$ cat src/hw/rtl/kcst_pkg.sv
// kcst_pkg: shared types, codes and sizing for the keyed context slot table.
// Used by kcst_front, kcst_queue, kcst_back and keyed_context_slot_table.
// No dependencies.
package kcst_pkg;

    // table sizing
    localparam int SLOTS   = 8;
    localparam int IDX_W   = (SLOTS > 1) ? $clog2(SLOTS) : 1;
    localparam int CNT_W   = $clog2(SLOTS + 1);
    localparam int KEY_W   = 64;
    localparam int VAL_W   = 64;
    localparam int CMD_W   = 2;
    localparam int STAT_W  = 2;
    localparam int CFG_W   = 4;
    localparam int Q_DEPTH = 2;
    localparam int Q_PTR_W = $clog2(Q_DEPTH);
    localparam int Q_CNT_W = $clog2(Q_DEPTH + 1);

    localparam logic [CFG_W-1:0] ACTIVE_RESET = CFG_W'(8);

    // command codes
    localparam logic [CMD_W-1:0] CMD_SET = 2'd0;
    localparam logic [CMD_W-1:0] CMD_GET = 2'd1;
    localparam logic [CMD_W-1:0] CMD_DEL = 2'd2;
    localparam logic [CMD_W-1:0] CMD_RSV = 2'd3;

    // status codes
    localparam logic [STAT_W-1:0] ST_OK   = 2'd0;
    localparam logic [STAT_W-1:0] ST_MISS = 2'd1;
    localparam logic [STAT_W-1:0] ST_BAD  = 2'd2;

    // classified request, front to back
    typedef struct packed {
        logic             bad;
        logic [CMD_W-1:0] cmd;
        logic [KEY_W-1:0] key;
        logic [VAL_W-1:0] wval;
    } t_item;

    // back-end sequencer states
    typedef enum logic [1:0] {
        BK_IDLE,
        BK_SCAN,
        BK_EXEC
    } t_back_state;

    // number of slots that take part in a search, saturated at SLOTS
    function automatic logic [CNT_W-1:0] live_count(input logic [CFG_W-1:0] active);
        logic [CNT_W-1:0] n;
        if (int'(active) > SLOTS) begin
            n = CNT_W'(SLOTS);
        end else begin
            n = CNT_W'(active);
        end
        return n;
    endfunction

endpackage

$ cat src/hw/rtl/kcst_front.sv
// kcst_front: accepts requests, flags invalid ones, holds one in a register.
// Pushes into kcst_queue; uses kcst_pkg.
module kcst_front (
    input  logic                       i_clk,
    input  logic                       i_rst_n,
    input  logic                       start,
    output logic                       busy,
    input  logic [kcst_pkg::CMD_W-1:0] i_cmd,
    input  logic [kcst_pkg::KEY_W-1:0] i_key,
    input  logic [kcst_pkg::VAL_W-1:0] i_write_value,
    input  logic                       i_q_full,
    output logic                       o_q_push,
    output kcst_pkg::t_item            o_q_data
);

    logic            r_valid;
    kcst_pkg::t_item r_item;
    logic            accept;

    // hold a request only while the queue cannot take the one in hand
    assign busy     = r_valid & i_q_full;
    assign accept   = start & ~busy;
    assign o_q_push = r_valid & ~i_q_full;
    assign o_q_data = r_item;

    // stage valid
    always_ff @(posedge i_clk) begin
        if (!i_rst_n) begin
            r_valid <= 1'b0;
        end else if (accept) begin
            r_valid <= 1'b1;
        end else if (o_q_push) begin
            r_valid <= 1'b0;
        end
    end

    // classify: zero key or the unused command code is rejected
    always_ff @(posedge i_clk) begin
        if (accept) begin
            r_item.bad  <= (i_key == '0) || (i_cmd == kcst_pkg::CMD_RSV);
            r_item.cmd  <= i_cmd;
            r_item.key  <= i_key;
            r_item.wval <= i_write_value;
        end
    end

endmodule

$ cat src/hw/rtl/kcst_queue.sv
// kcst_queue: short FIFO of classified requests between front and back.
// Uses kcst_pkg for the item type and depth.
module kcst_queue (
    input  logic            i_clk,
    input  logic            i_rst_n,
    input  logic            i_push,
    input  kcst_pkg::t_item i_push_data,
    output logic            o_full,
    input  logic            i_pop,
    output kcst_pkg::t_item o_pop_data,
    output logic            o_empty
);

    kcst_pkg::t_item                 r_mem [kcst_pkg::Q_DEPTH];
    logic [kcst_pkg::Q_PTR_W-1:0]    r_wr_ptr;
    logic [kcst_pkg::Q_PTR_W-1:0]    r_rd_ptr;
    logic [kcst_pkg::Q_CNT_W-1:0]    r_count;
    logic                            do_push;
    logic                            do_pop;

    assign o_full     = (r_count == kcst_pkg::Q_CNT_W'(kcst_pkg::Q_DEPTH));
    assign o_empty    = (r_count == '0);
    assign do_push    = i_push & ~o_full;
    assign do_pop     = i_pop & ~o_empty;
    assign o_pop_data = r_mem[r_rd_ptr];

    // pointers and fill count
    always_ff @(posedge i_clk) begin
        if (!i_rst_n) begin
            r_wr_ptr <= '0;
            r_rd_ptr <= '0;
            r_count  <= '0;
        end else begin
            if (do_push) begin
                r_wr_ptr <= r_wr_ptr + 1'b1;
            end
            if (do_pop) begin
                r_rd_ptr <= r_rd_ptr + 1'b1;
            end
            if (do_push && !do_pop) begin
                r_count <= r_count + 1'b1;
            end else if (do_pop && !do_push) begin
                r_count <= r_count - 1'b1;
            end
        end
    end

    // storage
    always_ff @(posedge i_clk) begin
        if (do_push) begin
            r_mem[r_wr_ptr] <= i_push_data;
        end
    end

endmodule

$ cat src/hw/rtl/kcst_back.sv
// kcst_back: slot store and the sequencer that scans it one slot per cycle.
// Pops from kcst_queue; uses kcst_pkg.
module kcst_back (
    input  logic                        i_clk,
    input  logic                        i_rst_n,
    input  logic [kcst_pkg::CFG_W-1:0]  i_active,
    input  logic                        i_q_empty,
    input  kcst_pkg::t_item             i_q_data,
    output logic                        o_q_pop,
    output logic                        o_result_valid,
    output logic [kcst_pkg::STAT_W-1:0] o_status,
    output logic [kcst_pkg::VAL_W-1:0]  o_read_value
);

    kcst_pkg::t_back_state r_state, n_state;

    logic [kcst_pkg::KEY_W-1:0]  r_slot_key   [kcst_pkg::SLOTS];
    logic [kcst_pkg::VAL_W-1:0]  r_slot_value [kcst_pkg::SLOTS];

    kcst_pkg::t_item             r_cur, n_cur;
    logic [kcst_pkg::CNT_W-1:0]  r_cnt, n_cnt;
    logic                        r_hit, n_hit;
    logic [kcst_pkg::IDX_W-1:0]  r_hit_idx, n_hit_idx;
    logic                        r_free, n_free;
    logic [kcst_pkg::IDX_W-1:0]  r_free_idx, n_free_idx;

    logic                        r_out_valid, n_out_valid;
    logic [kcst_pkg::STAT_W-1:0] r_status, n_status;
    logic [kcst_pkg::VAL_W-1:0]  r_rval, n_rval;

    logic [kcst_pkg::CNT_W-1:0]  live;
    logic [kcst_pkg::IDX_W-1:0]  scan_idx;
    logic [kcst_pkg::KEY_W-1:0]  scan_key;
    logic [kcst_pkg::IDX_W-1:0]  target;

    logic                        wr_en;
    logic [kcst_pkg::IDX_W-1:0]  wr_idx;
    logic [kcst_pkg::KEY_W-1:0]  wr_key;
    logic [kcst_pkg::VAL_W-1:0]  wr_val;

    assign live     = kcst_pkg::live_count(i_active);
    assign scan_idx = r_cnt[kcst_pkg::IDX_W-1:0];
    assign scan_key = r_slot_key[scan_idx];
    assign target   = r_hit ? r_hit_idx : r_free_idx;

    assign o_result_valid = r_out_valid;
    assign o_status       = r_status;
    assign o_read_value   = r_rval;

    // state register
    always_ff @(posedge i_clk) begin
        if (!i_rst_n) begin
            r_state     <= kcst_pkg::BK_IDLE;
            r_out_valid <= 1'b0;
        end else begin
            r_state     <= n_state;
            r_out_valid <= n_out_valid;
        end
    end

    // working registers and result payload
    always_ff @(posedge i_clk) begin
        r_cur      <= n_cur;
        r_cnt      <= n_cnt;
        r_hit      <= n_hit;
        r_hit_idx  <= n_hit_idx;
        r_free     <= n_free;
        r_free_idx <= n_free_idx;
        r_status   <= n_status;
        r_rval     <= n_rval;
    end

    // slot store: keys cleared at reset mean every slot starts empty
    always_ff @(posedge i_clk) begin
        if (!i_rst_n) begin
            for (int i = 0; i < kcst_pkg::SLOTS; i++) begin
                r_slot_key[i] <= '0;
            end
        end else if (wr_en) begin
            r_slot_key[wr_idx] <= wr_key;
        end
    end

    // values are only read behind a key match, so they need no reset
    always_ff @(posedge i_clk) begin
        if (wr_en) begin
            r_slot_value[wr_idx] <= wr_val;
        end
    end

    // sequencer: next state, scan bookkeeping, execute, result
    always_comb begin
        n_state     = r_state;
        n_cur       = r_cur;
        n_cnt       = r_cnt;
        n_hit       = r_hit;
        n_hit_idx   = r_hit_idx;
        n_free      = r_free;
        n_free_idx  = r_free_idx;
        n_out_valid = 1'b0;
        n_status    = r_status;
        n_rval      = r_rval;
        o_q_pop     = 1'b0;
        wr_en       = 1'b0;
        wr_idx      = target;
        wr_key      = '0;
        wr_val      = '0;

        unique case (r_state)
            kcst_pkg::BK_IDLE: begin
                if (!i_q_empty) begin
                    o_q_pop = 1'b1;
                    n_cur   = i_q_data;
                    if (i_q_data.bad) begin
                        // rejected request answers at once
                        n_out_valid = 1'b1;
                        n_status    = kcst_pkg::ST_BAD;
                        n_rval      = '0;
                    end else begin
                        n_cnt   = '0;
                        n_hit   = 1'b0;
                        n_free  = 1'b0;
                        n_state = kcst_pkg::BK_SCAN;
                    end
                end
            end

            kcst_pkg::BK_SCAN: begin
                if (r_cnt >= live) begin
                    n_state = kcst_pkg::BK_EXEC;
                end else if (scan_key == r_cur.key) begin
                    n_hit     = 1'b1;
                    n_hit_idx = scan_idx;
                    n_state   = kcst_pkg::BK_EXEC;
                end else begin
                    // remember the lowest empty slot seen
                    if (scan_key == '0 && !r_free) begin
                        n_free     = 1'b1;
                        n_free_idx = scan_idx;
                    end
                    n_cnt = r_cnt + 1'b1;
                end
            end

            kcst_pkg::BK_EXEC: begin
                n_out_valid = 1'b1;
                n_status    = kcst_pkg::ST_MISS;
                n_rval      = '0;
                n_state     = kcst_pkg::BK_IDLE;
                if (r_cur.cmd == kcst_pkg::CMD_SET) begin
                    if (r_hit || r_free) begin
                        wr_en    = 1'b1;
                        wr_key   = r_cur.key;
                        wr_val   = r_cur.wval;
                        n_status = kcst_pkg::ST_OK;
                    end
                end else if (r_hit) begin
                    n_rval   = r_slot_value[r_hit_idx];
                    n_status = kcst_pkg::ST_OK;
                    if (r_cur.cmd == kcst_pkg::CMD_DEL) begin
                        // emptied slot: key and value back to zero
                        wr_en = 1'b1;
                    end
                end
            end

            default: begin
                n_state = kcst_pkg::BK_IDLE;
            end
        endcase
    end

endmodule

$ cat src/hw/rtl/keyed_context_slot_table.sv
// keyed_context_slot_table: top level, configuration register and wiring.
// Instantiates kcst_front, kcst_queue and kcst_back; uses kcst_pkg.

// Fully associative table of eight 64-bit key/value slots (zero key = empty).
// A request is taken when start is high and busy is low; exactly one result
// follows per request, in order, as a one-cycle strobe on o_result_valid with
// o_status and o_read_value. The receiver cannot stall results. A request whose
// key is zero or whose command is unused answers with ST_BAD without a scan.
// Any other request waits for the scan of the active slots (the active slot count
// saturated at 8): the back end scans the slot store one slot per cycle and
// stops early on a key match. Up to two classified requests wait in the queue
// ahead of the scanner, and busy rises once the front register and the queue
// are full. Slot keys are cleared by reset, which empties every slot.
// Write active_slots only while no request is in flight; o_cfg_ready stays high.
module keyed_context_slot_table (
    input  logic                        i_clk,
    input  logic                        i_rst_n,
    input  logic                        start,
    output logic                        busy,
    input  logic [kcst_pkg::CMD_W-1:0]  i_cmd,
    input  logic [kcst_pkg::KEY_W-1:0]  i_key,
    input  logic [kcst_pkg::VAL_W-1:0]  i_write_value,
    output logic                        o_result_valid,
    output logic [kcst_pkg::STAT_W-1:0] o_status,
    output logic [kcst_pkg::VAL_W-1:0]  o_read_value,
    input  logic                        i_cfg_valid,
    output logic                        o_cfg_ready,
    input  logic [kcst_pkg::CFG_W-1:0]  i_cfg_data
);

    logic [kcst_pkg::CFG_W-1:0] r_active;
    logic                       q_push;
    logic                       q_full;
    logic                       q_pop;
    logic                       q_empty;
    kcst_pkg::t_item            q_in;
    kcst_pkg::t_item            q_out;

    assign o_cfg_ready = 1'b1;

    // active slot count register
    always_ff @(posedge i_clk) begin
        if (!i_rst_n) begin
            r_active <= kcst_pkg::ACTIVE_RESET;
        end else if (i_cfg_valid && o_cfg_ready) begin
            r_active <= i_cfg_data;
        end
    end

    kcst_front u_front (
        .i_clk         (i_clk),
        .i_rst_n       (i_rst_n),
        .start         (start),
        .busy          (busy),
        .i_cmd         (i_cmd),
        .i_key         (i_key),
        .i_write_value (i_write_value),
        .i_q_full      (q_full),
        .o_q_push      (q_push),
        .o_q_data      (q_in)
    );

    kcst_queue u_queue (
        .i_clk       (i_clk),
        .i_rst_n     (i_rst_n),
        .i_push      (q_push),
        .i_push_data (q_in),
        .o_full      (q_full),
        .i_pop       (q_pop),
        .o_pop_data  (q_out),
        .o_empty     (q_empty)
    );

    kcst_back u_back (
        .i_clk          (i_clk),
        .i_rst_n        (i_rst_n),
        .i_active       (r_active),
        .i_q_empty      (q_empty),
        .i_q_data       (q_out),
        .o_q_pop        (q_pop),
        .o_result_valid (o_result_valid),
        .o_status       (o_status),
        .o_read_value   (o_read_value)
    );

endmodule
$ cat config.mk
export PLATFORM = sky130hd
export DESIGN_NAME = keyed_context_slot_table
export DESIGN_NICKNAME = d
export VERILOG_FILES = /design/src/hw/rtl/kcst_pkg.sv /design/src/hw/rtl/kcst_front.sv /design/src/hw/rtl/kcst_queue.sv /design/src/hw/rtl/kcst_back.sv /design/src/hw/rtl/keyed_context_slot_table.sv
export SDC_FILE = /design/constraint.sdc
export NUM_CORES = 2
export LEC_CHECK = 0
export BUFFER_PORTS_ARGS = -buffer_cell sky130_fd_sc_hd__buf_2
export CORE_MARGIN = 4
export CORE_UTILIZATION = 55
export CTS_CLUSTER_SIZE = 30
export DETAILED_ROUTE_END_ITERATION = 10
export GPL_TIMING_DRIVEN = 0
export PLACE_DENSITY = 0.78
export SLEW_MARGIN = 25
export SYNTH_ARGS = -nofsm -noshare
export SYNTH_HDL_FRONTEND = slang
export SYNTH_HIERARCHICAL = 1
export SYNTH_SLANG_ARGS = --single-unit
$ cat constraint.sdc
create_clock -name i_clk -period 23 [get_ports i_clk]
set_clock_uncertainty 0.15 [all_clocks]
set_input_delay 4.6 -clock i_clk [delete_from_list [all_inputs] [get_ports i_clk]]
set_output_delay 4.6 -clock i_clk [all_outputs]
set_load 0.01 [all_outputs]
==> results.cfg <==
[outcome]
status = completed

[route]
dr.pass1.iters = 6
via_per_inst = 6.26
wire_per_inst_microns = 29.5
wirelength_mm = 164
vias = 34900
drt-initial-drc-count = 4967
ant_nets = 0
drc = 0

[critical_path]
crit_fanout = 5
worstPathArrival_ns = 2.05
setup.worst_path.start_class = flip-flop
required_ns = 18.25
crit_type = flip-flop to output pin
end_kind = output pin

[timing]
hold_viol_final = 0
tightest_slew_ns = 1.14
slew_violations = 0
finalCritPeriodShare_pct = 29.6
rsz0062_at_grt = false
fin_tns_setup_ns = 0
maxSlewHeadroom_pct = 24.1
max_freq_mhz = 147
period_needed_ns = 6.80
setup_viol = 0

[clocking]
root_buffer = clkbuf_16
cts_tree = yes
cts.clk_slew.worst_paths_ns = 0.06
post-cts-setup-buffers = 0
cts_buffer_depth = 3
cts_sinks = 1644
cts_htree_levels = 4
cts-buffers-inserted = 157
clk_latency_ns = 0.77
ctsResizeCount = 0
cts-hold-fix-buffers = 0

[synthesis]
syn-instance-count = 3504
yosysSeqAreaShare_pct = 76.6
synth_largest_area_cell = edfxtp_1
synthArstFlopShare_pct = 0
syn-cell-area_sq_um = 64200
synth_nets = 3648
yosysTopAreaCellShare_pct = 76.0
synth_area_leaders = edfxtp_1 76%, mux4_2 6.6%, nor2_1 3.5%, mux2i_1 3.4%, mux2_4 2.2%
ys.flop_type = edfxtp_1
synth_edf_count = 1625
synth_cell_types = 66
synth_warnings = 6
synth_area_per_cell_sq_um = 18.3
synth-seq-cells = 1644

[placement]
placed_area_sq_um = 68200
gp_congestion = 0.989
port_buffers = 204
hpwl_mm = 104

[global_routing]
grt-ovfl-total = 0
antenna_found_initial = 6
grt_max_degree = 52
gr-usage-all-layers_pct = 26.8
grt_pass1_wl_mm = 236
grt_pass1_vias = 35000

[finish]
area_delta_synth_final_pct = 14.0
mostFrequentLayoutCells = 1625 x edfxtp_1, 604 x nor2_1, 221 x mux2i_1
final_common_cell = edfxtp_1
drive_gt1_share_pct = 21.9
nets = 4069
fin_area_sq_um = 73200

[floorplanning]
dieArea_sq_um = 122000
start_util_pct = 55.3
die_w_microns = 350
die_h_microns = 350
rows = 125
pin_count = 207
coreArea_sq_um = 116000

[power_and_ir_drop]
vdd_ir_drop_max_mv = 0.0829
power.density_nw_per_um2 = 109
p_leak_nw = 25.4

[worst_hold_path]
min_path_type = flip-flop to flip-flop

[run]
cap_violations = 0
-- area by class of cell --
type,count,area (sq um)
buffer,171,1010
antenna,3,7.51
fill,7638,42900
sequential,1644,49200
inverter,13,48.8
clock buffer,206,4210
multi-input combinational,1676,14100
clock inverter,80,728
timing repair buffer,262,1990
tap,1524,1910
-- power by group --
| group | switching [W] | internal [W] | total, W |
|---|---|---|---|
| registers | 0.000208 | 0.00365 | 0.00386 |
| clock network | 0.00108 | 0.00141 | 0.00249 |
| logic | 0.00104 | 0.000625 | 0.00166 |
-- synthesized netlist by cell type, drive strengths merged (3+ instances only) --
| cell type | number |
|---|---|
| a21bo | 5 |
| a21boi | 8 |
| a21o | 5 |
| a21oi | 15 |
| a22o | 26 |
| a22oi | 47 |
| and2 | 83 |
| and3 | 11 |
| and3b | 5 |
| and4 | 4 |
| buf | 78 |
| clkbuf | 93 |
| dfxtp | 19 |
| edfxtp | 1625 |
| ha | 6 |
| inv | 13 |
| mux2 | 134 |
| mux2i | 221 |
| mux4 | 189 |
| nand2 | 83 |
| nand2b | 13 |
| nand3 | 8 |
| nand3b | 5 |
| nand4 | 8 |
| nand4b | 7 |
| nor2 | 606 |
| nor2b | 20 |
| nor3 | 25 |
| nor4 | 26 |
| nor4b | 6 |
| o21a | 9 |
| o21ai | 39 |
| o22ai | 6 |
| o32ai | 4 |
| or3 | 3 |
| or4 | 5 |
| or4b | 4 |
| xnor2 | 12 |
| xor2 | 14 |
-- logic make-up (layout without fill, tap and decap cells) --
| logic type | count (synthesis) | count (layout) | synth area share [%] |
|---|---|---|---|
| flip-flops | 1644 | 1644 | 76.6 |
| AND/OR/NAND/NOR | 923 | 923 | 6.44 |
| multiplexers | 544 | 544 | 13.0 |
| buffers and inverters | 184 | 732 | 1.62 |
| AO/OA/AOI/OAI | 176 | 176 | 1.93 |
| XOR/XNOR | 26 | 26 | 0.355 |
| adder cells (fa/ha/maj) | 6 | 6 | 0.117 |
| other | 1 | 4 | 0.00584 |
-- registers in the layout (all words and copies together) (netlist names), 2 cells and up, named ones only --
| register | cells |
|---|---|
| u_back/r_hit_idx | 3 |
| u_back/r_cur | 130 |
| u_back/r_cnt | 4 |
| r_active | 4 |
| u_queue/r_mem | 262 |
| u_back/r_slot_key | 512 |
| u_back/r_free_idx | 3 |
| u_back/r_slot_value | 512 |
| u_back/r_state | 2 |
| u_front/o_q_data | 131 |
| u_back/o_status | 2 |
| u_queue/r_count | 2 |
| u_back/o_read_value | 64 |
-- worst paths after layout --
kind	from	end	depth (start not counted)	slack, ns
setup reg to reg	flip-flop	flip-flop	13	17.62
hold reg to reg	u_front/o_q_data[126]	u_queue/r_mem[0][126]	0	0.29
setup / recovery	u_queue/r_count[0]	busy	4	16.20
hold / removal	u_front/o_q_data[126]	u_queue/r_mem[0][126]	0	0.29
-- routing by layer --
layer	vias up	part of all wire, %	track usage (%)
met3	461	12	7.41
met2	2434	47	41.6
met4	0	5.4	13.3
li1	14400	-	-
met5	-	0	0
met1	17600	35	35.5
-- worst max-delay path, cell delays in order (launching register included) --
cell      delay, ns
dfxtp_1        0.37
nand2b_1       0.21
inv_1          0.19
and2_1         0.31
buf_2          0.20
-- through the flow --
step                      cells  total power, W  hold WS [ns]  utilization (%)  setup slack [ns]
after global routing       5576         0.00822         0.298             63.1             16.14
after floorplan            3504         0.00482         0.271                -             10.73
final                      5579         0.00801         0.291             63.1             16.20
after CTS                  5576         0.00799         0.293             63.0             16.19
after global placement     5232         0.00551         0.273             57.9              3.57
after detailed placement   5290         0.00551         0.279             58.8             15.66
Note: power is estimated with default switching activity, not from simulation.
